<file path="config.mk">
export PLATFORM = sky130hd
export DESIGN_NAME = salu_front
export DESIGN_NICKNAME = d
export VERILOG_FILES = /design/src/sv/saturating_integer_alu_unit_assert.svh /design/src/sv/salu_pkg.sv /design/src/sv/salu_front.sv
export SDC_FILE = /design/constraint.sdc
export NUM_CORES = 1
export LEC_CHECK = 0
export BUFFER_PORTS_ARGS = -buffer_cell sky130_fd_sc_hd__buf_2
export CORE_ASPECT_RATIO = 1.25
export CORE_MARGIN = 5
export CORE_UTILIZATION = 52
export CTS_CLUSTER_SIZE = 28
export DETAILED_ROUTE_END_ITERATION = 7
export HOLD_SLACK_MARGIN = 0.12
export PLACE_DENSITY = 0.81
export SLEW_MARGIN = 5
export SYNTH_ARGS = -nofsm -noshare
export SYNTH_HDL_FRONTEND = slang
export SYNTH_SLANG_ARGS = --single-unit
</file>
<file path="constraint.sdc">
create_clock -name clk_i -period 1.9 [get_ports clk_i]
set_input_delay 0.095 -clock clk_i [delete_from_list [all_inputs] [get_ports clk_i]]
set_output_delay 0.095 -clock clk_i [all_outputs]
set_load 0.05 [all_outputs]
</file>
<file path="src/sv/saturating_integer_alu_unit_assert.svh">
// assertion macros for the rtl; salu_back is the file that includes them
`ifndef SATURATING_INTEGER_ALU_UNIT_ASSERT_SVH
`define SATURATING_INTEGER_ALU_UNIT_ASSERT_SVH

// antecedent implies consequent in the same cycle
`define SALU_ASSERT_IMP(lbl, ante, cons) \
  lbl: assert property (@(posedge clk_i) disable iff (!rst_ni) (ante) |-> (cons)) \
    else $error("saturating alu: assertion failed");

// antecedent implies consequent in the next cycle
`define SALU_ASSERT_NXT(lbl, ante, cons) \
  lbl: assert property (@(posedge clk_i) disable iff (!rst_ni) (ante) |=> (cons)) \
    else $error("saturating alu: assertion failed");

`endif

</file>
<file path="src/sv/salu_pkg.sv">
`default_nettype none
package salu_pkg;

  // width of the operand and result fields on the ports
  localparam int OPW = 32;
  // default internal datapath width
  localparam int DEFAULT_WIDTH = 32;

  typedef enum logic [2:0] {
    OP_ADDU = 3'd0,
    OP_SUBU = 3'd1,
    OP_DIVU = 3'd2,
    OP_MULU = 3'd3,
    OP_ADDS = 3'd4,
    OP_SUBS = 3'd5,
    OP_DIVS = 3'd6,
    OP_MULS = 3'd7
  } op_e;

  // control carried alongside the datapath through the chain
  typedef struct packed {
    op_e  op;
    logic neg;
    logic sa;
    logic dz;
  } ctrl_t;

endpackage
`default_nettype wire

</file>
<file path="src/sv/salu_front.sv">
`default_nettype none
module salu_front #(
  parameter int WIDTH = salu_pkg::DEFAULT_WIDTH
) (
  input  wire logic                     clk_i,
  input  wire logic                     rst_ni,
  input  wire logic                     en_i,
  input  wire logic                     valid_i,
  input  wire logic [2:0]               cmd_i,
  input  wire logic [salu_pkg::OPW-1:0] opa_i,
  input  wire logic [salu_pkg::OPW-1:0] opb_i,
  output logic                          valid_o,
  output salu_pkg::ctrl_t               ctrl_o,
  output logic [WIDTH-1:0]              ma_o,
  output logic [WIDTH-1:0]              mb_o,
  output logic [WIDTH-1:0]              simple_o
);

  localparam logic [WIDTH-1:0] VMASK = {WIDTH{1'b1}};
  localparam logic [WIDTH-1:0] SMAXV = VMASK >> 1;
  localparam logic [WIDTH-1:0] SIGNB = ~SMAXV;

  logic [WIDTH-1:0] a, b;
  logic             sa, sb, sgn;
  logic [WIDTH:0]   sum, dif;
  logic [WIDTH-1:0] simple_d, ma_d, mb_d;
  salu_pkg::ctrl_t  ctrl_d;
  salu_pkg::op_e    op;
  logic             valid_q;
  salu_pkg::ctrl_t  ctrl_q;
  logic [WIDTH-1:0] ma_q, mb_q, simple_q;

  // fit the port operands to the datapath width
  if (WIDTH > salu_pkg::OPW) begin : g_ext
    assign a = {{(WIDTH - salu_pkg::OPW){1'b0}}, opa_i};
    assign b = {{(WIDTH - salu_pkg::OPW){1'b0}}, opb_i};
  end else begin : g_cut
    assign a = opa_i[WIDTH-1:0];
    assign b = opb_i[WIDTH-1:0];
  end

  assign op  = salu_pkg::op_e'(cmd_i);
  assign sa  = a[WIDTH-1];
  assign sb  = b[WIDTH-1];
  assign sgn = cmd_i[2];
  assign sum = {1'b0, a} + {1'b0, b};
  assign dif = {1'b0, a} - {1'b0, b};

  // add and subtract results, magnitudes for the chain
  always_comb begin
    case (op)
      salu_pkg::OP_ADDU: simple_d = sum[WIDTH] ? VMASK : sum[WIDTH-1:0];
      salu_pkg::OP_SUBU: simple_d = dif[WIDTH] ? '0 : dif[WIDTH-1:0];
      salu_pkg::OP_ADDS: simple_d = (sa == sb && sum[WIDTH-1] != sa) ?
                                    (sa ? SIGNB : SMAXV) : sum[WIDTH-1:0];
      salu_pkg::OP_SUBS: simple_d = (sa != sb && dif[WIDTH-1] != sa) ?
                                    (sa ? SIGNB : SMAXV) : dif[WIDTH-1:0];
      default:           simple_d = '0;
    endcase
    ma_d = (sgn && sa) ? (~a + 1'b1) : a;
    mb_d = (sgn && sb) ? (~b + 1'b1) : b;
    ctrl_d.op  = op;
    ctrl_d.neg = sa ^ sb;
    ctrl_d.sa  = sa;
    ctrl_d.dz  = (op == salu_pkg::OP_DIVU || op == salu_pkg::OP_DIVS) && (b == '0);
  end

  // control stage
  always_ff @(posedge clk_i or negedge rst_ni) begin
    if (!rst_ni) begin
      valid_q <= 1'b0;
    end else if (en_i) begin
      valid_q <= valid_i;
    end
  end

  // payload stage
  always_ff @(posedge clk_i) begin
    if (en_i) begin
      ctrl_q   <= ctrl_d;
      ma_q     <= ma_d;
      mb_q     <= mb_d;
      simple_q <= simple_d;
    end
  end

  assign valid_o  = valid_q;
  assign ctrl_o   = ctrl_q;
  assign ma_o     = ma_q;
  assign mb_o     = mb_q;
  assign simple_o = simple_q;

endmodule
`default_nettype wire

</file>
==> metrics.csv <==
stage,metric,value,unit
status,status,"complete, but fails checks",
status,violations,setup timing,
layout,fin_util,81.4,%
layout,stdcell_area,0.0131,sq mm
yosys,yosys.cell_count.top_type,edfxtp_1,
yosys,yosysSeqAreaShare,36.4,%
detailed_routing,num_vias,9459,
global_route,antenna_found_initial,0,
sta,timing.slew.headroom,55.1,%
detailed_routing,ant_nets,0,
die,io-pin-count,174,
yosys,synth_top_area_share,36.1,%
yosys,yosysTopAreaCell,edfxtp_1,
yosys,synth_area_leaders,"edfxtp_1 (36%), ha_1 (9.7%), a21oi_1 (5.4%), xnor2_1 (5.1%), nor2_1 (3.6%)",
yosys,synth_edf_count,102,
detailed_routing,wirelength,31900,um
yosys,syn-mean-instance-area,9.55,sq um
critical_path,critPathMaxFanout,17,
detailed_routing,vias_per_cell,5.89,
detailed_routing,drtPass1Iterations,6,
layout,area_delta_synth_final,55.0,%
yosys,synthCells,887,
sta,fin_ws,-1.83,ns
flow_run,cap_violations,0,
yosys,synthesis.area,0.00847,sq mm
sta,setup_viol,42,
detailed_routing,drc,0,
place,gp_congestion,0.975,
critical_path,crit_path_end_kind,flop,
sta,worst_pin_slew,0.668,ns
die,die_y,153,um
yosys,synth_warnings,0,
detailed_routing,drt-initial-drc-count,916,
sta,period_share,196,%
place,portBuffers,173,
place,dpl.hpwl,22600,um
yosys,synth_cell_types,84,
die,die_area,0.0190,sq mm
clocking,numCtsBuffers,9,
die,start_util,52.5,%
sta,fin_worst_skew,0,ns
power_and_ir_drop,p_per_area,692,mW/mm^2
power_and_ir_drop,peakVddDrop,434,uV
power_and_ir_drop,p_leak,5.83,nW
die,rows,52,
place,placed_area,0.0120,sq mm
yosys,ys.flop_type,edfxtp_1,
yosys,async_flop_share,0.971,%
global_route,grt-ovfl-total,0,
clocking,clkTransAtPathRegs,0.07,ns
critical_path,start_kind,input port,
sta,fin_crit,3.73,ns
layout,diodes,0,
global_route,grtUsageTotal,31.4,%
critical_path,cp.arrival,3.84,ns
yosys,synth_seq_cells,103,
sta,hold_viol,0,
global_route,grt_pass1_wl,47500,um
clocking,insertion_delay,0.36,ns
critical_path,crit_type,in -> reg,
clocking,clock_path_buffers,2,
critical_path,worstPathRequired,2.01,ns
global_route,grt_max_degree,41,
clocking,cts_tree,yes,
clocking,cts_sinks,103,
die,die_x,124,um
sta,rsz0062_at_grt,true,
yosys,yosys-top-cells-count,"edfxtp_1 (102), a21oi_1 (91), nor2_1 (81)",
layout,layout.nets,1524,
sta,slew_violations,0,
yosys,synth_nets,1027,
layout,drive_gt1_share,48.7,%
global_route,grt_pass1_vias,9510,
clocking,htree_levels,3,
die,core,0.0161,sq mm
min_path,hold_class,in -> reg,
detailed_routing,wl_per_cell,19.9,um
sta,timing.fmax,0.268,GHz
clocking,clock-root-buffer,clkbuf_16,
## area by class of cell
type | instances | area, sq um
Sequential cell | 103 | 3090
Fill cell | 987 | 3000
Tap cell | 216 | 270
Clock inverter | 5 | 81.3
Inverter | 69 | 268
Clock buffer | 11 | 233
Multi-Input combinational cell | 680 | 5490
Timing Repair Buffer | 521 | 3710
## cell families (layout without fill, tap and decap cells)
group | after synthesis | count (layout) | share of synthesized area, %
xor gates and xnor gates | 64 | 64 | 6.61
AOI/OAI and AO/OA | 319 | 319 | 26.8
DFF | 103 | 103 | 36.4
muxes | 1 | 1 | 0.133
buffers and inverters | 104 | 606 | 5.92
and+or+nand+nor | 227 | 227 | 13.7
adders and majority gates | 69 | 69 | 10.5
## where the power goes
part	leakage [nW]	internal (mW)	total (mW)	switching (mW)
combinational	4.67	1.55	4.11	2.55
clock	0.152	1.16	2.07	0.906
sequential	1.01	2.82	2.92	0.0923
total	5.83	5.54	9.09	3.55
## path summary, 6_finish.rpt
| check | from | to | slack (ns) | depth (start not counted) |
|---|---|---|---|---|
| hold / removal | opa_i[4] | ma_o[4]$_DFFE_PP_ | 0.14 | 3 |
| max in group asynchronous | rst_ni | valid_o$_DFFE_PN0P_ | 1.22 | 3 |
| setup reg to reg | valid_o$_DFFE_PN0P_ | valid_o$_DFFE_PN0P_ | 1.14 | 1 |
| setup / recovery | opb_i[10] | simple_o[18]$_DFFE_PP_ | -1.83 | 19 |
| min in group asynchronous | rst_ni | valid_o$_DFFE_PN0P_ | 0.58 | 3 |
| hold reg to reg | valid_o$_DFFE_PN0P_ | valid_o$_DFFE_PN0P_ | 0.53 | 1 |
## repair_timing
item	in CTS	in global routing
setup endpoints to repair	50	55
endpoints found under the hold margin	9	0
hold buffers	10	0
cloned	1	2
gates resized for setup	66	34
buffers inserted	15	6
pin swaps	15	21
## stage by stage
stage	hold slack (ns)	cells	TNS (ns)	total power, mW	worst slack, ns
after detailed placement	-0.125	1561	-85.73	6.71	-2.33
after global routing	0.144	1605	-66.79	9.41	-2.05
after floorplan	-0.201	887	-57.98	5.23	-1.85
after CTS	0.140	1603	-58.21	8.90	-1.81
final	0.139	1605	-59.01	9.09	-1.83
after global placement	-0.131	1561	-82.35	6.64	-2.27
## placed cells by master, fill, tap and decap left out, types with 6 or more instances in the layout
cell type / n
a221oi_4: 7
buf_12: 8
nor3_1: 16
nand2_2: 7
o21ai_0: 42
clkbuf_16: 11
buf_2: 168
o31ai_1: 15
dlygate4sd3_1: 10
nand2_1: 38
inv_1: 60
o21bai_1: 11
buf_4: 319
xnor2_1: 49
a21o_1: 7
buf_6: 12
o221a_1: 8
a31oi_1: 10
o21a_1: 13
nor2_1: 74
nor2b_1: 6
xor2_1: 15
ha_1: 60
a21oi_2: 11
edfxtp_1: 102
o41ai_1: 8
nor4_1: 11
a211oi_2: 11
a21oi_1: 81
inv_2: 7
o21ai_2: 29
o21ai_1: 7
nand3_1: 12
## critical path: stages
cell	delay, ns
buf_8	0.10
inv_6	0.05
ha_4	0.20
a211oi_2	0.20
nor2_2	0.10
o41ai_4	0.34
a2bb2oi_2	0.20
o21ai_2	0.11
or2_4	0.24
nand4_1	0.08
nand3_2	0.13
a2111oi_4	0.31
o21bai_1	0.12
fa_2	0.47
o311ai_4	0.39
nor2_4	0.11
buf_12	0.19
a221oi_4	0.31
o21ai_2	0.07
## per-layer routing
layer / vias to the layer above / GRT usage [%] / part of all wire (%)
met2: 537 / 56.2 / 51
met3: 166 / 3.75 / 7.1
met4: 0 / 15.1 / 5.9
met5: - / 0 / 0
li1: 4319 / - / -
met1: 4437 / 36.4 / 36
## flip-flops by register name, summed over array words and instances (netlist names)
name	flops
ma_o	32
mb_o	32
simple_o	32
ctrl_o	6
valid_o	1
Power figures use the tool's default switching activity.
