--- src/sv/saturating_integer_alu_unit_assert.svh ---
// assertion macros for the rtl; salu_back is the file that includes them
`ifndef SATURATING_INTEGER_ALU_UNIT_ASSERT_SVH
`define SATURATING_INTEGER_ALU_UNIT_ASSERT_SVH

// antecedent implies consequent in the same cycle
`define SALU_ASSERT_IMP(lbl, ante, cons) \
  lbl: assert property (@(posedge clk_i) disable iff (!rst_ni) (ante) |-> (cons)) \
    else $error("saturating alu: assertion failed");

// antecedent implies consequent in the next cycle
`define SALU_ASSERT_NXT(lbl, ante, cons) \
  lbl: assert property (@(posedge clk_i) disable iff (!rst_ni) (ante) |=> (cons)) \
    else $error("saturating alu: assertion failed");

`endif

--- src/sv/salu_pkg.sv ---
`default_nettype none
package salu_pkg;

  // width of the operand and result fields on the ports
  localparam int OPW = 32;
  // default internal datapath width
  localparam int DEFAULT_WIDTH = 32;

  typedef enum logic [2:0] {
    OP_ADDU = 3'd0,
    OP_SUBU = 3'd1,
    OP_DIVU = 3'd2,
    OP_MULU = 3'd3,
    OP_ADDS = 3'd4,
    OP_SUBS = 3'd5,
    OP_DIVS = 3'd6,
    OP_MULS = 3'd7
  } op_e;

  // control carried alongside the datapath through the chain
  typedef struct packed {
    op_e  op;
    logic neg;
    logic sa;
    logic dz;
  } ctrl_t;

endpackage
`default_nettype wire

--- src/sv/salu_back.sv ---
`default_nettype none
`include "saturating_integer_alu_unit_assert.svh"
module salu_back #(
  parameter int WIDTH = salu_pkg::DEFAULT_WIDTH
) (
  input  wire logic                     clk_i,
  input  wire logic                     rst_ni,
  input  wire logic                     en_i,
  input  wire logic                     valid_i,
  input  wire salu_pkg::ctrl_t          ctrl_i,
  input  wire logic [WIDTH-1:0]         quo_i,
  input  wire logic [2*WIDTH-1:0]       acc_i,
  input  wire logic [WIDTH-1:0]         simple_i,
  output logic                          valid_o,
  output logic [salu_pkg::OPW-1:0]      result_o,
  output logic                          dz_o
);

  localparam logic [WIDTH-1:0] VMASK = {WIDTH{1'b1}};
  localparam logic [WIDTH-1:0] SMAXV = VMASK >> 1;
  localparam logic [WIDTH-1:0] SIGNB = ~SMAXV;

  logic [WIDTH-1:0] res_d, lim, sat_n, sat_a;
  logic             valid_q, dz_q;
  logic [WIDTH-1:0] res_q;

  assign lim   = ctrl_i.neg ? SIGNB : SMAXV;
  assign sat_n = ctrl_i.neg ? SIGNB : SMAXV;
  assign sat_a = ctrl_i.sa ? SIGNB : SMAXV;

  // final saturation and sign fix-up
  always_comb begin
    case (ctrl_i.op)
      salu_pkg::OP_DIVU: res_d = ctrl_i.dz ? VMASK : quo_i;
      salu_pkg::OP_MULU: res_d = (acc_i[2*WIDTH-1:WIDTH] != '0) ? VMASK : acc_i[WIDTH-1:0];
      salu_pkg::OP_DIVS: begin
        if (ctrl_i.dz) begin
          res_d = sat_a;
        end else if (ctrl_i.neg) begin
          res_d = ~quo_i + 1'b1;
        end else begin
          res_d = (quo_i > SMAXV) ? SMAXV : quo_i;
        end
      end
      salu_pkg::OP_MULS: begin
        if (acc_i > {{WIDTH{1'b0}}, lim}) begin
          res_d = sat_n;
        end else if (ctrl_i.neg) begin
          res_d = ~acc_i[WIDTH-1:0] + 1'b1;
        end else begin
          res_d = acc_i[WIDTH-1:0];
        end
      end
      default: res_d = simple_i;
    endcase
  end

  // output register
  always_ff @(posedge clk_i or negedge rst_ni) begin
    if (!rst_ni) begin
      valid_q <= 1'b0;
    end else if (en_i) begin
      valid_q <= valid_i;
    end
  end

  always_ff @(posedge clk_i) begin
    if (en_i) begin
      res_q <= res_d;
      dz_q  <= ctrl_i.dz;
    end
  end

  if (WIDTH > salu_pkg::OPW) begin : g_cut
    assign result_o = res_q[salu_pkg::OPW-1:0];
  end else if (WIDTH == salu_pkg::OPW) begin : g_same
    assign result_o = res_q;
  end else begin : g_ext
    assign result_o = {{(salu_pkg::OPW - WIDTH){1'b0}}, res_q};
  end

  assign valid_o = valid_q;
  assign dz_o    = dz_q;

  // zero divisor always yields a saturated value
  `SALU_ASSERT_IMP(a_dz_sat, valid_q && dz_q, res_q == VMASK || res_q == SMAXV || res_q == SIGNB)
  // a valid item reaching the end is registered when the chain moves
  `SALU_ASSERT_NXT(a_adv, en_i && valid_i, valid_q)
  // a held output keeps its value while the chain is stalled
  `SALU_ASSERT_NXT(a_hold, !en_i && valid_q, valid_q && $stable(res_q) && $stable(dz_q))

endmodule
`default_nettype wire

--- config.mk ---
export PLATFORM = sky130hd
export DESIGN_NAME = salu_back
export DESIGN_NICKNAME = d
export VERILOG_FILES = /design/src/sv/salu_pkg.sv /design/src/sv/salu_back.sv
export VERILOG_INCLUDE_DIRS = /design/src /design/src/sv
export SDC_FILE = /design/constraint.sdc
export NUM_CORES = 1
export LEC_CHECK = 0
export ABC_AREA = 1
export ABC_CLOCK_PERIOD_IN_PS = 890
export BUFFER_PORTS_ARGS = -buffer_cell sky130_fd_sc_hd__buf_2
export CORE_MARGIN = 2
export CORE_UTILIZATION = 53
export DETAILED_ROUTE_END_ITERATION = 10
export GPL_TIMING_DRIVEN = 0
export PLACE_DENSITY = 0.81
export SLEW_MARGIN = 10
export SYNTH_ARGS = -nofsm -noshare
export SYNTH_HDL_FRONTEND = slang
export SYNTH_SLANG_ARGS = --single-unit
--- constraint.sdc ---
create_clock -name clk_i -period 0.89 [get_ports clk_i]
set_input_delay 0.178 -clock clk_i [delete_from_list [all_inputs] [get_ports clk_i]]
set_output_delay 0.178 -clock clk_i [all_outputs]
set_load 0.05 [all_outputs]
==> results of run 1 <==
[metrics by stage]
step	total power, mW	setup TNS (ps)	cells	hold slack, ps	area (um^2)
5_1_grt	7.668	-44350	1240	120.8	7609
3_5_place_dp	4.979	-73450	1211	-38.76	6683
4_1_cts	7.180	-39860	1236	123.6	7506
6_report	7.353	-41730	1240	118.2	7609
2_1_floorplan	3.948	-34230	908	-117.6	5665
3_3_place_gp	4.943	-71420	1211	-46.96	6683
[cell type report]
type	instances	area, um^2
clock buffer	5	68.82
tap	133	166.4
buffer	38	247.7
timing repair buffer	192	1371
sequential	34	1017
fill	792	2256
multi-input combinational	743	4308
clock inverter	3	68.82
inverter	92	360.3
[layer usage]
layer / share of wire / global-route usage / routed length (um)
met5: 0 / 0 / 0
met4: 0.043 / 0.1438 / 932
met3: 0.11 / 0.06425 / 2333
met2: 0.46 / 0.6299 / 9984
met1: 0.39 / 0.4992 / 8513
[sequential cells by signal, summed over array words and instances (netlist names)]
register  count
valid_o       1
dz_o          1
result_o     32
[cells by family after synthesis]
group                      Yosys count  share of synthesized area
AOI/OAI and AO/OA                  169                     0.1626
DFF                                 34                     0.1873
xor gates and xnor gates            23                    0.03713
muxes                                1                   0.002075
and+or+nand+nor                    516                     0.4317
adders and majority gates           34                    0.07841
buffers and inverters              131                     0.1008
[report_power, final]
part	switching (mW)	internal, mW	total, mW
Combinational	2.21	1.29	3.50
Sequential	0.0942	1.97	2.06
Clock	0.665	1.12	1.79
Total	2.97	4.38	7.35
[worst max-delay path: cells and delay by family]
family | cells | cell delay [ps]
buf+inv | 6 | 680
fa+ha+maj | 1 | 270
simple gates | 9 | 990
[cell usage after synthesis (all sizes together), types with 7 or more instances]
master  instances  area (um^2)
nand2         211        832.1
o21ai          72        360.3
nor3           19        121.4
xor2           19        166.4
a21oi          82        414.2
ha             34        425.4
clkbuf         14        52.55
edfxtp         33        991.0
inv            92        347.8
buf            25        146.4
nor2          131        530.5
nor4            7        43.79
nand3         123        650.6
nand4          13        81.33
[final timing paths]
path / from / end / cells past startpoint
hold / removal: ctrl_i[0] / dz_o / 1
setup reg to reg: valid_o / valid_o / 2
setup / recovery: ctrl_i[2] / result_o[20] / 16
max in group asynchronous: rst_ni / valid_o / 2
min in group asynchronous: rst_ni / valid_o / 2
hold reg to reg: valid_o / valid_o / 2
[what timing repair did]
item | 4_1_cts | 5_1_grt
hold buffers | 1 | 0
buffers inserted | 12 | 4
pin swaps | 11 | 3
hold endpoints to repair | 1 | 0
gates cloned | 5 | 0
resized for setup | 120 | 12
endpoints found under the setup margin | 75 | 66
==> flow_metrics.env, run 1 <==
export IMPL_status="finished, violations left"
export IMPL_failed_checks="negative setup slack"
export IMPL_cts_buffers=5
export IMPL_synth_cells=908
export IMPL_ys_types=47
export IMPL_path_clk_slew_ps=90
export IMPL_p_per_area_nw_per_um2=966.4
export IMPL_initial_core_util=0.5500
export IMPL_portBuffers=170
export IMPL_maxCapViolations=0
export IMPL_yosys_warnings=0
export IMPL_max_freq_ghz=0.4816
export IMPL_hp_class="in -> reg"
export IMPL_rows=36
export IMPL_crit_path_top_delay_cell="ha_4"
export IMPL_cts_tree="built"
export IMPL_worstPathMaxFanout=5
export IMPL_grt_max_degree=35
export IMPL_crit_chain="buf_16 > inv_12 > buf_12 > buf_12 > ha_4 > nand2_4 > nor2_4 > and2_4 > and3b_2 > nand2_2 > nand3_4 > nand3_4 > buf_12 > buf_16 > nand3_2 > nand3_1"
export IMPL_clock_root_buffer="clkbuf_8"
export IMPL_nNetsFinal=1278
export IMPL_syn_cell_area_um2=5425
export IMPL_synth_edf_count=33
export IMPL_crit_type="in -> reg"
export IMPL_ys_seq_elements=34
export IMPL_hold_violations=0
export IMPL_grt_antenna_before_repair=0
export IMPL_gp_congestion=0.9615
export IMPL_final_cell_mix="nand2_1 (187), buf_2 (148), nor2_1 (121), inv_1 (87), nand3_1 (76)"
export IMPL_core_area_um2=9864
export IMPL_final_common_cell="nand2_1"
export IMPL_dp_slack_ps=-2039
export IMPL_worstPathRequired_ps=940
export IMPL_diodes=0
export IMPL_ios=172
export IMPL_track_usage=0.3819
export IMPL_max_slew_margin=0.5200
export IMPL_crit_path_max_incr_delay_ps=270
export IMPL_finalCritPeriodShare=2.333
export IMPL_finalSetupViolations=67
export IMPL_rsz0062_at_grt="true"
export IMPL_cpMostUsedCell="buf_12"
export IMPL_wire_per_inst_um=17.55
export IMPL_final_util=0.7713
export IMPL_synth_flop_cell="edfxtp_1"
export IMPL_crit_path_start_kind="primary input"
export IMPL_dr_pass1_iters=6
export IMPL_clock_latency_ps=290
export IMPL_ys_async_sr_fraction=0.02941
export IMPL_drt_initial_drc_count=778
export IMPL_dp_hpwl_um=16200
export IMPL_die_height_um=105.2
export IMPL_detail_route_antenna_nets=0
export IMPL_cts_sinks=34
export IMPL_rrSetupSlack_ps=-30
export IMPL_drt_wl_total_um=21760
export IMPL_via_per_inst=5.863
export IMPL_syn_area_per_cell_um2=5.975
export IMPL_grt_overflow=0
export IMPL_ys_seq_area_frac=0.1873
export IMPL_cts_max_path_buffers=2
export IMPL_grt_pass1_vias=6535
export IMPL_tightest_slew_ps=720.0
export IMPL_post_route_drc_count=0
export IMPL_dieArea_um2=11060
export IMPL_drv_slew=0
export IMPL_cp_end_kind="flip-flop"
export IMPL_num_vias=7270
export IMPL_synth_net_count=1080
export IMPL_dieWidth_um=105.2
export IMPL_area_delta_synth_final_pct=40.24
export IMPL_worstPathArrival_ps=2130
export IMPL_clock_skew_ps=0
export IMPL_cts_max_level=2
export IMPL_peakVddDrop_mv=0.8177
export IMPL_worst_slack_ps=-1187
export IMPL_p_leak_nw=3.588
export IMPL_grt_pass1_wl_um=33240
export IMPL_drive_gt1_frac=0.2999
export IMPL_period_needed_ps=2077
Power figures use the tool's default switching activity.
==> run 2, diff against run 1 <==
--- a/config.mk
+++ b/config.mk
@@ -10,10 +10,11 @@
 export ABC_CLOCK_PERIOD_IN_PS = 890
 export BUFFER_PORTS_ARGS = -buffer_cell sky130_fd_sc_hd__buf_2
 export CORE_MARGIN = 2
-export CORE_UTILIZATION = 53
+export CORE_UTILIZATION = 50
 export DETAILED_ROUTE_END_ITERATION = 10
 export GPL_TIMING_DRIVEN = 0
-export PLACE_DENSITY = 0.81
+export MAX_ROUTING_LAYER = met4
+export PLACE_DENSITY = 0.77
 export SLEW_MARGIN = 10
 export SYNTH_ARGS = -nofsm -noshare
 export SYNTH_HDL_FRONTEND = slang
==> run 2 against run 1 <==
  * The flow finishes with violations (design-rule violations, negative setup slack)
  * Clock power hardly changed
  * First-iteration DRC count increased by 22%
  * Wire length increased by 5.6%
  * Critical endpoint unchanged
  * Highest routed layer unchanged
==> flow_metrics.env, run 2 (synthesis results as in run 1) <==
export IMPL_dieWidth_um=108.2
export IMPL_final_cells=1248
export IMPL_dp_slack_ps=-2033
export IMPL_period_needed_ps=2169
export IMPL_diodes=0
export IMPL_status="finished, violations left"
export IMPL_finalInstanceArea_um2=7955
export IMPL_post_route_drc_count=1
export IMPL_final_common_cell="nand2_1"
export IMPL_clock_skew_ps=0
export IMPL_cts_max_level=2
export IMPL_path_clk_slew_ps=90
export IMPL_worstPathArrival_ps=2220
export IMPL_gp_congestion=0.9960
export IMPL_grt_antenna_before_repair=0
export IMPL_cp_startpoint="ctrl_i[2]"
export IMPL_cp_end_kind="flip-flop"
export IMPL_failed_checks="design-rule violations, negative setup slack"
export IMPL_peakVddDrop_mv=1.019
export IMPL_tns_ps=-43000
export IMPL_rsz0062_at_grt="true"
export IMPL_rr_worst_depth=1
export IMPL_p_leak_nw=3.646
export IMPL_cts_max_path_buffers=2
export IMPL_largest_reg_flops=32
export IMPL_initial_core_util=0.5071
export IMPL_crit_path_max_incr_delay_ps=210
export IMPL_finalCritPeriodShare=2.437
export IMPL_crit_path_start_kind="primary input"
export IMPL_cts_tree="built"
export IMPL_clock_latency_ps=300
export IMPL_drive_gt1_frac=0.3249
export IMPL_hold_violations=0
export IMPL_worstPathMaxFanout=6
export IMPL_core_area_um2=10700
export IMPL_grt_pass1_vias=6602
export IMPL_grt_pass1_wl_um=33510
export IMPL_tightest_slew_ps=919.2
export IMPL_rows=38
export IMPL_grt_overflow=0
export IMPL_dr_pass1_iters=10
export IMPL_num_vias=7470
export IMPL_drt_initial_drc_count=953
export IMPL_placed_area_um2=6691
export IMPL_dieArea_um2=11700
export IMPL_r2r_start="valid_o"
export IMPL_wire_per_inst_um=18.41
export IMPL_max_slew_margin=0.3872
export IMPL_die_height_um=108.2
export IMPL_cts_buffers=5
export IMPL_cts_sinks=34
export IMPL_maxCapViolations=0
export IMPL_n_fill_cell=882
export IMPL_portBuffers=170
export IMPL_reg2reg_to="valid_o"
export IMPL_clock_root_buffer="clkbuf_8"
export IMPL_nNetsFinal=1279
export IMPL_rrSetupSlack_ps=120
export IMPL_finalSetupViolations=66
export IMPL_crit_path_top_delay_cell="nand3_4"
export IMPL_met3_usage=0.06751
export IMPL_placed_cells_incl_taps=1218
export IMPL_final_cell_mix="nand2_1 (185), buf_2 (147), nor2_1 (121), inv_1 (85), nand3_1 (74)"
export IMPL_via_per_inst=5.986
export IMPL_ios=172
export IMPL_grt_use_met1=0.4815
export IMPL_p_per_area_nw_per_um2=945.6
export IMPL_worst_slack_ps=-1279
export IMPL_crit_path_end="result_o[20]"
export IMPL_crit_chain="buf_16 > inv_12 > buf_12 > buf_12 > buf_6 > ha_4 > inv_2 > nand2_1 > nand2_1 > nand2_1 > nand2_1 > nand2_1 > nand2_1 > nand2_1 > nand2_1 > nand2_2 > nand3_4 > nand3_4 > buf_12 > buf_16 > nand3_4 > nand3_2"
export IMPL_hp_class="in -> reg"
export IMPL_cpMostUsedCell="nand2_1"
export IMPL_dp_hpwl_um=16000
export IMPL_top_usage_layer="met2"
export IMPL_final_util=0.7436
export IMPL_drt_wl_total_um=22980
export IMPL_worstPathRequired_ps=940
export IMPL_use_met2=0.6020
export IMPL_drv_slew=0
export IMPL_grt_max_degree=35
export IMPL_detail_route_antenna_nets=0
export IMPL_max_freq_ghz=0.4610
export IMPL_crit_type="in -> reg"
export IMPL_area_delta_synth_final_pct=46.63
export IMPL_track_usage=0.3795
-- run 2: how the worst min path moves through the flow --
stage                    from  endpoint  cells after the start
floorplan              rst_ni   valid_o                      0
global placement       rst_ni   valid_o                      1
detailed placement     rst_ni   valid_o                      1
CTS                 ctrl_i[0]      dz_o                      1
global route        ctrl_i[0]      dz_o                      1
finish              ctrl_i[0]      dz_o                      1
-- run 2: stage by stage --
step | hold WS (ps) | total power [mW]
4_1_cts | 107.0 | 7.210
2_1_floorplan | -117.6 | 3.948
6_report | 101.9 | 7.522
5_1_grt | 97.43 | 7.834
3_5_place_dp | -45.94 | 4.978
3_3_place_gp | -46.41 | 4.943
-- run 2: layout make-up --
class                   instances  area, um^2  share of cell area
inverters                      92       364.1             0.04577
multi-input cells             743        4581              0.5758
repair buffers                192        1409              0.1771
well taps                     140       175.2             0.02202
plain buffers                  39       271.5             0.03413
clock inverters                 3       68.82            0.008651
clock buffers                   5       68.82            0.008651
flip-flops and latches         34        1017              0.1279
-- run 2: layer usage --
layer  up-vias  share of wire
met5         -              0
met2       563           0.45
met3       123           0.11
met4         0          0.058
li1       3453              -
met1      3331           0.37
-- run 2: critical path: cells and delay by family --
kind / cells / cell delay (ps)
and+or+nand+nor: 13 / 1000
buffers and inverters: 8 / 860
adders and majority gates: 1 / 150
-- run 2: where the power goes --
group          internal, mW  switching, mW  leakage [nW]
Sequential             1.96         0.0851         0.333
Clock                  1.12          0.682        0.0683
Combinational          1.35           2.32          3.24
-- run 2: what timing repair did --
| action | CTS | global route |
|---|---|---|
| hold endpoints to repair | 1 | 0 |
| pin swaps | 14 | 27 |
| gates cloned | 5 | 2 |
| setup buffers | 14 | 2 |
| resized for setup | 118 | 64 |
| endpoints found under the setup margin | 67 | 66 |
| hold buffers | 1 | 0 |
