$ cat config.mk
export PLATFORM = sky130hd
export DESIGN_NAME = salu_cell
export DESIGN_NICKNAME = d
export VERILOG_FILES = /design/src/sv/saturating_integer_alu_unit_assert.svh /design/src/sv/salu_pkg.sv /design/src/sv/salu_cell.sv
export SDC_FILE = /design/constraint.sdc
export NUM_CORES = 1
export LEC_CHECK = 0
export ABC_CLOCK_PERIOD_IN_PS = 1100
export BUFFER_PORTS_ARGS = -buffer_cell sky130_fd_sc_hd__buf_4
export CORE_AREA = 5 5 175 177
export DETAILED_ROUTE_END_ITERATION = 12
export DIE_AREA = 0 0 180 182
export GPL_TIMING_DRIVEN = 0
export MAX_ROUTING_LAYER = met4
export PLACE_DENSITY = 0.73
export SYNTH_ARGS = -nofsm -noshare
export SYNTH_HDL_FRONTEND = slang
export SYNTH_SLANG_ARGS = --single-unit
export TNS_END_PERCENT = 100
$ cat constraint.sdc
create_clock -name clk_i -period 1.1 [get_ports clk_i]
set_input_delay 0.055 -clock clk_i [delete_from_list [all_inputs] [get_ports clk_i]]
set_output_delay 0.055 -clock clk_i [all_outputs]
set_load 0.01 [all_outputs]
$ cat src/sv/saturating_integer_alu_unit_assert.svh
// assertion macros for the rtl; salu_back is the file that includes them
`ifndef SATURATING_INTEGER_ALU_UNIT_ASSERT_SVH
`define SATURATING_INTEGER_ALU_UNIT_ASSERT_SVH

// antecedent implies consequent in the same cycle
`define SALU_ASSERT_IMP(lbl, ante, cons) \
  lbl: assert property (@(posedge clk_i) disable iff (!rst_ni) (ante) |-> (cons)) \
    else $error("saturating alu: assertion failed");

// antecedent implies consequent in the next cycle
`define SALU_ASSERT_NXT(lbl, ante, cons) \
  lbl: assert property (@(posedge clk_i) disable iff (!rst_ni) (ante) |=> (cons)) \
    else $error("saturating alu: assertion failed");

`endif

$ cat src/sv/salu_pkg.sv
`default_nettype none
package salu_pkg;

  // width of the operand and result fields on the ports
  localparam int OPW = 32;
  // default internal datapath width
  localparam int DEFAULT_WIDTH = 32;

  typedef enum logic [2:0] {
    OP_ADDU = 3'd0,
    OP_SUBU = 3'd1,
    OP_DIVU = 3'd2,
    OP_MULU = 3'd3,
    OP_ADDS = 3'd4,
    OP_SUBS = 3'd5,
    OP_DIVS = 3'd6,
    OP_MULS = 3'd7
  } op_e;

  // control carried alongside the datapath through the chain
  typedef struct packed {
    op_e  op;
    logic neg;
    logic sa;
    logic dz;
  } ctrl_t;

endpackage
`default_nettype wire

$ cat src/sv/salu_cell.sv
`default_nettype none
module salu_cell #(
  parameter int WIDTH = salu_pkg::DEFAULT_WIDTH,
  parameter int IDX   = 0
) (
  input  wire logic               clk_i,
  input  wire logic               rst_ni,
  input  wire logic               en_i,
  input  wire logic               valid_i,
  input  wire salu_pkg::ctrl_t    ctrl_i,
  input  wire logic [WIDTH-1:0]   ma_i,
  input  wire logic [WIDTH-1:0]   mb_i,
  input  wire logic [WIDTH-1:0]   rem_i,
  input  wire logic [WIDTH-1:0]   quo_i,
  input  wire logic [2*WIDTH-1:0] acc_i,
  input  wire logic [WIDTH-1:0]   simple_i,
  output logic                    valid_o,
  output salu_pkg::ctrl_t         ctrl_o,
  output logic [WIDTH-1:0]        ma_o,
  output logic [WIDTH-1:0]        mb_o,
  output logic [WIDTH-1:0]        rem_o,
  output logic [WIDTH-1:0]        quo_o,
  output logic [2*WIDTH-1:0]      acc_o,
  output logic [WIDTH-1:0]        simple_o
);

  // this cell handles one bit, most significant first
  localparam int K = WIDTH - 1 - IDX;

  logic [WIDTH:0]     trial, diff;
  logic [WIDTH-1:0]   rem_d, quo_d;
  logic [2*WIDTH-1:0] acc_d;
  logic               valid_q;
  salu_pkg::ctrl_t    ctrl_q;
  logic [WIDTH-1:0]   ma_q, mb_q, rem_q, quo_q, simple_q;
  logic [2*WIDTH-1:0] acc_q;

  // one restoring divide step and one shift-add multiply step
  always_comb begin
    trial = {rem_i, ma_i[K]};
    diff  = trial - {1'b0, mb_i};
    quo_d = quo_i;
    if (!diff[WIDTH]) begin
      rem_d    = diff[WIDTH-1:0];
      quo_d[K] = 1'b1;
    end else begin
      rem_d    = trial[WIDTH-1:0];
    end
    acc_d = acc_i;
    if (ma_i[K]) begin
      acc_d = acc_i + ({{WIDTH{1'b0}}, mb_i} << K);
    end
  end

  always_ff @(posedge clk_i or negedge rst_ni) begin
    if (!rst_ni) begin
      valid_q <= 1'b0;
    end else if (en_i) begin
      valid_q <= valid_i;
    end
  end

  always_ff @(posedge clk_i) begin
    if (en_i) begin
      ctrl_q   <= ctrl_i;
      ma_q     <= ma_i;
      mb_q     <= mb_i;
      rem_q    <= rem_d;
      quo_q    <= quo_d;
      acc_q    <= acc_d;
      simple_q <= simple_i;
    end
  end

  assign valid_o  = valid_q;
  assign ctrl_o   = ctrl_q;
  assign ma_o     = ma_q;
  assign mb_o     = mb_q;
  assign rem_o    = rem_q;
  assign quo_o    = quo_q;
  assign acc_o    = acc_q;
  assign simple_o = simple_q;

endmodule
`default_nettype wire

==> results.sh, run 1 <==
export IMPL_fp_dieH_um=182
export IMPL_arrival_ns=2.99
export IMPL_dp_hpwl_mm=28.9
export IMPL_clock_skew_ns=0
export IMPL_drive_above_1_share_pct=43.3
export IMPL_htreeDepth=1
export IMPL_grt_pass1_vias=10500
export IMPL_clk_pin_slew_ns=0.06
export IMPL_max_slew_margin_rel_pct=38.3
export IMPL_area_growth_pct=85.1
export IMPL_ant_nets=0
export IMPL_viasPerCell=5.15
export IMPL_violations="negative hold slack, negative setup slack"
export IMPL_synth_seq_area_share_pct=62.9
export IMPL_setup_ws_ns=-1.60
export IMPL_critPathLaunchType="input pin"
export IMPL_wire_per_inst_um=23.3
export IMPL_yosysWarnings=0
export IMPL_fin_nets=1892
export IMPL_grt_first_pass_wirelength_mm=64.3
export IMPL_syn_area_sq_um=11000
export IMPL_via_count=10300
export IMPL_dp_cells=1667
export IMPL_crit_path_end_kind="register"
export IMPL_period_share_pct=246
export IMPL_routed_wirelength_mm=46.7
export IMPL_cts_root_buffer="clkbuf_16"
export IMPL_p_per_area_nw_per_um2=1360
export IMPL_status="complete, but fails checks"
export IMPL_setup_viol=279
export IMPL_crit_required_ns=1.39
export IMPL_start_util_pct=37.9
export IMPL_io_buffers=464
export IMPL_grt_overflow=0
export IMPL_reg2reg_depth=2
export IMPL_fmax_mhz=370
export IMPL_dieArea_sq_um=32800
export IMPL_drtIter0Drc=800
export IMPL_cts_sink_count=231
export IMPL_worst_pin_slew_ns=0.925
export IMPL_place_congestion=0.907
export IMPL_min_path_type="in2reg"
export IMPL_p_leak_nw=8.61
export IMPL_synthesis_nets=1112
export IMPL_grt_antenna_before_repair=4
export IMPL_final_util_pct=70.1
export IMPL_synth_seq_cells=231
export IMPL_io_pins=465
export IMPL_period_minus_slack_ns=2.70
export IMPL_insertion_delay_ns=0.53
export IMPL_rsz0062_at_grt="true"
export IMPL_syn_avg_cell_area_sq_um=13.6
export IMPL_die_w_um=180
export IMPL_syn_inst=812
export IMPL_irDropWorstVdd_mv=1.16
export IMPL_drv_cap=0
export IMPL_drv_slew=0
export IMPL_synth_main_ff_cell="edfxtp_1"
export IMPL_post_route_drc_count=0
export IMPL_cts_buffers=25
export IMPL_grt_max_degree=120
export IMPL_placed_area_sq_um=15300
export IMPL_core_area_sq_um=29100
export IMPL_synth_edff_count=230
export IMPL_rows=63
export IMPL_grt_use_total_pct=26.3
export IMPL_final_hold_viol_count=6
export IMPL_tritoncts="built"
export IMPL_hold_ws_ns=-0.0236
export IMPL_stdcell_area_sq_um=20400
export IMPL_crit_type="in2reg"
export IMPL_whs_path_depth=1
export IMPL_fin_cells=2005
export IMPL_async_flop_share_pct=0.433
export IMPL_crit_path_max_fanout=5
export IMPL_cts_path_max_buffers=3
export IMPL_place_ws_ns=-2.90
export IMPL_drt_pass1_iterations=5
export IMPL_ys_types=59
## metrics by stage
step	total power [mW]	setup TNS, ns	hold slack, ns
after global placement	16.9	-482.65	-0.170
after detailed placement	16.9	-194.71	-0.167
final	27.8	-77.61	-0.0236
after floorplan	13.9	-92.51	-0.241
after global routing	28.8	-89.55	-0.000457
after CTS	26.9	-102.55	-0.247
## final cells by class
type,count,area [sq um]
Fill cell,1850,8700
Timing Repair Buffer,756,7330
Sequential cell,231,6930
Multi-Input combinational cell,518,4570
Clock buffer,28,637
Tap cell,390,488
Inverter,48,193
Clock inverter,18,154
Buffer,12,77.6
Antenna cell,4,10.0
## per-layer routing
layer / routed length, um / share of wire [%] / global-route usage (%)
met1: 16900 / 36 / 28.2
met5: 0 / 0 / -
met3: 3630 / 7.8 / 7.39
met4: 2150 / 4.6 / 9.72
met2: 24000 / 51 / 46.4
## where the power goes
part	leakage, nW	internal, mW	switching, mW
combinational	5.97	4.52	3.64
sequential	2.26	10.8	0.469
clock	0.385	4.66	3.71
## synthesized netlist by cell type (3+ instances only)
cell type  instances  area [sq um]
o21ai_1            3          15.0
a211o_1            3          26.3
a211oi_1           5          37.5
o31a_1             4          35.0
nand3_1           30           150
o21ai_0           43           215
o211ai_1           9          67.6
nor2b_1            9          56.3
clkbuf_1          13          48.8
inv_1             48           180
a31o_2             3          26.3
o21bai_1           4          30.0
o31ai_1            8          60.1
and3_1            10          62.6
nor3_1             5          25.0
a21oi_1           62           310
ha_1              64           801
mux2_2            31           349
nand2_1           42           158
a31oi_1            6          37.5
xor2_1            21           184
a21o_1            16           120
nand4_1            7          43.8
and2_1             4          25.0
o21a_1            13          97.6
nand2b_1           4          25.0
mux2_1            10           113
edfxtp_1         230          6910
xnor2_1           29           254
nor2_1            34           128
and4_1             4          35.0
## flip-flops by register name, summed over array words and instances, names as in the netlist
| name | flops |
|---|---|
| simple_o | 32 |
| ma_o | 32 |
| mb_o | 32 |
| valid_o | 1 |
| rem_o | 32 |
| acc_o | 64 |
| quo_o | 32 |
| ctrl_o | 6 |
## placed cells by master, fill, tap and decap left out, drive strengths merged, types with 5 or more instances in the layout
cell type,count
and3,10
xnor2,29
dlygate4sd3,235
o21a,13
nand2,43
ha,64
nand3,30
a31oi,6
nand4,7
clkinv,12
nor2,34
edfxtp,230
clkbuf,38
xor2,21
mux2,41
o21ai,46
nor3,5
a211oi,5
o211ai,9
a21o,16
buf,523
a21oi,63
inv,50
nor2b,9
o31ai,8
## repair_timing
action                                  CTS  global route
resized for setup                       228           157
pin swaps                                58            53
endpoints found under the hold margin   233             5
hold buffers                            232             5
setup buffers                            32            22
endpoints found under the setup margin  336           297
cloned                                    2             1
## cells by family (layout without fill, tap and decap cells)
group | count (synthesis) | count (layout) | synth area share (%)
AOI/OAI and AO/OA | 201 | 201 | 11.7
xor gates and xnor gates | 50 | 50 | 3.98
adders and majority gates | 66 | 66 | 7.63
buffers and inverters | 63 | 862 | 2.21
DFF | 231 | 231 | 62.9
muxes | 44 | 44 | 4.58
other | 0 | 4 | 0
and+or+nand+nor | 157 | 157 | 7.00
## critical path, cell delays in order
cell and delay [ns]:
buf_12 0.10, inv_12 0.04, ha_4 0.15, fa_2 0.35, nor2b_2 0.14, o31a_1 0.19, o21ai_2 0.08, o41a_1 0.38
o31a_1 0.31, a21oi_4 0.22, mux2i_4 0.33, nand2_4 0.14, buf_16 0.17, mux2_4 0.31
## worst paths after layout
check                      slack [ns]  startpoint            to
max in group asynchronous        0.58      rst_ni       valid_o
setup / recovery                -1.60    ma_i[31]     rem_o[22]
hold reg to reg                  0.70     valid_o       valid_o
hold / removal                  -0.02        en_i  simple_o[14]
min in group asynchronous        0.42      rst_ni       valid_o
setup reg to reg                 0.16     valid_o       valid_o
Note: power is estimated with default switching activity, not from simulation.
==> run 2, diff against run 1 <==
- ABC_CLOCK_PERIOD_IN_PS: 1100 -> 2350
- CORE_AREA: 5 5 175 177 -> 5 5 177 179
- DIE_AREA: 0 0 180 182 -> 0 0 182 184
- PLACE_DENSITY: 0.73 -> 0.75
- clock period: 1.1 -> 2.35 ns (I/O delays scaled with it)
==> run 2 against run 1 <==
  * The run ends with negative setup slack left
  * Sequential share of layout area is 3.0 points higher
  * Non-clock buffer count fell by 36
  * Power fell by 55%
  * Combinational power down 61%
  * Setup slack better by 1.1 ns
  * Final cell count shrank 1.9%
  * Register-to-register slack gained 1.4 ns
  * Clock power shrank 50%
  * Global-route usage shrank 1.6 points
  * First-iteration DRC count fell by 4.5%
  * Via count is 3.6% lower
==> results.sh, run 2 (synthesis results as in run 1) <==
export IMPL_status="complete, but fails checks"
export IMPL_violations="negative setup slack"
export IMPL_arrival_ns=3.09
export IMPL_clock_skew_ns=0
export IMPL_crit_top_cell="o31a_1"
export IMPL_rows=63
export IMPL_max_slew_margin_rel_pct=37.8
export IMPL_fin_nets=1858
export IMPL_placed_area_sq_um=15200
export IMPL_crit_path_end_kind="register"
export IMPL_worst_pin_slew_ns=0.933
export IMPL_p_total_mw=12.6
export IMPL_io_buffers=464
export IMPL_min_path_type="in2reg"
export IMPL_cts_path_max_buffers=3
export IMPL_final_util_pct=63.8
export IMPL_layout_common_cells="buf_4, dlygate4sd3_1, edfxtp_1"
export IMPL_p_leak_nw=8.02
export IMPL_whs_path_depth=3
export IMPL_internal_power_mw=9.17
export IMPL_period_minus_slack_ns=2.81
export IMPL_path_cells="buf_12 > inv_12 > ha_4 > fa_2 > nor2b_2 > o31a_1 > o21ai_2 > o41a_1 > o31a_1 > a21oi_4 > mux2i_4 > nand2_4 > clkbuf_16 > mux2_4"
export IMPL_drv_slew=0
export IMPL_dieArea_sq_um=33500
export IMPL_ant_nets=0
export IMPL_cp_num_cells=14
export IMPL_critPathLaunchType="input pin"
export IMPL_crit_path_max_fanout=4
export IMPL_comb_power_share_pct=25.7
export IMPL_final_hold_viol_count=0
export IMPL_clk_pin_slew_ns=0.06
export IMPL_grt_antenna_before_repair=1
export IMPL_rsz0062_at_grt="true"
export IMPL_core_area_sq_um=29400
export IMPL_fill_cells=2155
export IMPL_seq_power_share_pct=41.2
export IMPL_final_common_cell="buf_4"
export IMPL_p_per_area_nw_per_um2=670
export IMPL_netSwitchingFraction_pct=27.0
export IMPL_clock_power_share_pct=33.1
export IMPL_insertion_delay_ns=0.54
export IMPL_drv_cap=0
export IMPL_post_route_drc_count=0
export IMPL_slowest_delay_ns=0.40
export IMPL_reg2reg_depth=1
export IMPL_p_sw_mw=3.38
export IMPL_cts_sink_count=231
export IMPL_crit_type="in2reg"
export IMPL_drive_above_1_share_pct=38.8
export IMPL_grt_overflow=0
export IMPL_area_growth_pct=70.2
export IMPL_fmax_mhz=356
export IMPL_grt_max_degree=118
export IMPL_startpoint="ma_i[31]"
export IMPL_largest_reg_flops=64
export IMPL_hp_start="acc_i[31]"
export IMPL_drt_pass1_iterations=5
export IMPL_stdcell_area_sq_um=18700
export IMPL_place_ws_ns=-1.74
export IMPL_cts_buffers=27
export IMPL_grt_first_pass_wirelength_mm=62.2
export IMPL_io_pins=465
export IMPL_tritoncts="built"
export IMPL_crit_required_ns=2.63
export IMPL_crit_family="compound AO/OA/AOI/OAI gates"
export IMPL_dp_hpwl_mm=29.2
export IMPL_die_w_um=182
export IMPL_start_util_pct=37.5
export IMPL_place_congestion=0.916
export IMPL_cp_num_buf_inv=3
export IMPL_viasPerCell=5.06
export IMPL_cts_root_buffer="clkbuf_16"
export IMPL_irDropWorstVdd_mv=0.495
export IMPL_setup_ws_ns=-0.460
export IMPL_slowest_stage="fa_2"
export IMPL_worstReg2RegStart="valid_o"
export IMPL_wire_per_inst_um=21.8
export IMPL_routed_wirelength_mm=43.0
export IMPL_grt_pass1_vias=10300
export IMPL_setup_viol=33
export IMPL_htreeDepth=1
export IMPL_period_share_pct=120
export IMPL_grt_use_total_pct=24.7
export IMPL_via_count=9952
export IMPL_drtIter0Drc=764
export IMPL_fp_dieH_um=184
## run 2: routing by layer
metal  vias to the layer above  share of wire [%]  track usage, %
li1                       4612                  -               -
met1                      4784                 37            27.7
met2                       453                 52            44.4
met3                       103                7.1            4.53
met4                         0                3.8            8.38
met5                         -                  0               -
## run 2: layout make-up
cell class,instances,area [sq um],share of cell area (%)
clock buffers,30,687,3.66
flip-flops and latches,231,6930,37.0
plain buffers,12,78.8,0.421
well taps,390,488,2.60
diodes,1,2.50,0.0133
repair buffers,720,6090,32.5
multi-input cells,518,4110,21.9
inverters,48,193,1.03
clock inverters,17,169,0.901
## run 2: worst paths after layout
check / endpoint / slack, ns
max: rem_o[3] / -0.46
min: acc_o[31] / 0.03
max reg2reg: valid_o / 1.57
min reg2reg: valid_o / 0.56
max in group asynchronous: valid_o / 1.80
min in group asynchronous: valid_o / 0.43
## run 2: repair_timing
item                       in CTS  in global routing
pin swaps                       9                 11
hold endpoints to repair      230                  0
setup endpoints to repair      34                 40
hold buffers                  231                  0
setup buffers                  17                  4
gates cloned                    2                  1
gates resized for setup        31                 11
## run 2: power groups by stage
stage          combinational (mW)  sequential [mW]  clock [mW]
6_report                     3.22             5.18        4.16
5_1_grt                      3.43             5.21        4.42
4_1_cts                      3.16             5.16        4.20
3_5_place_dp                 2.66             5.24           0
3_3_place_gp                 2.62             5.23           0
2_1_floorplan                1.04             5.45           0
## run 2: metrics by stage
| stage | hold slack, ns | cells | setup TNS (ns) |
|---|---|---|---|
| after floorplan | -0.178 | 812 | -29.88 |
| after global placement | -0.106 | 1666 | -136.38 |
| after detailed placement | -0.104 | 1667 | -58.96 |
| after CTS | 0.00614 | 1963 | -18.37 |
| after global routing | 0.0131 | 1967 | -16.23 |
| final | 0.0285 | 1967 | -13.05 |
## run 2: worst min-delay path: stages
cell,delay (ns)
buf_4,0.10
ha_4,0.11
mux2_2,0.13
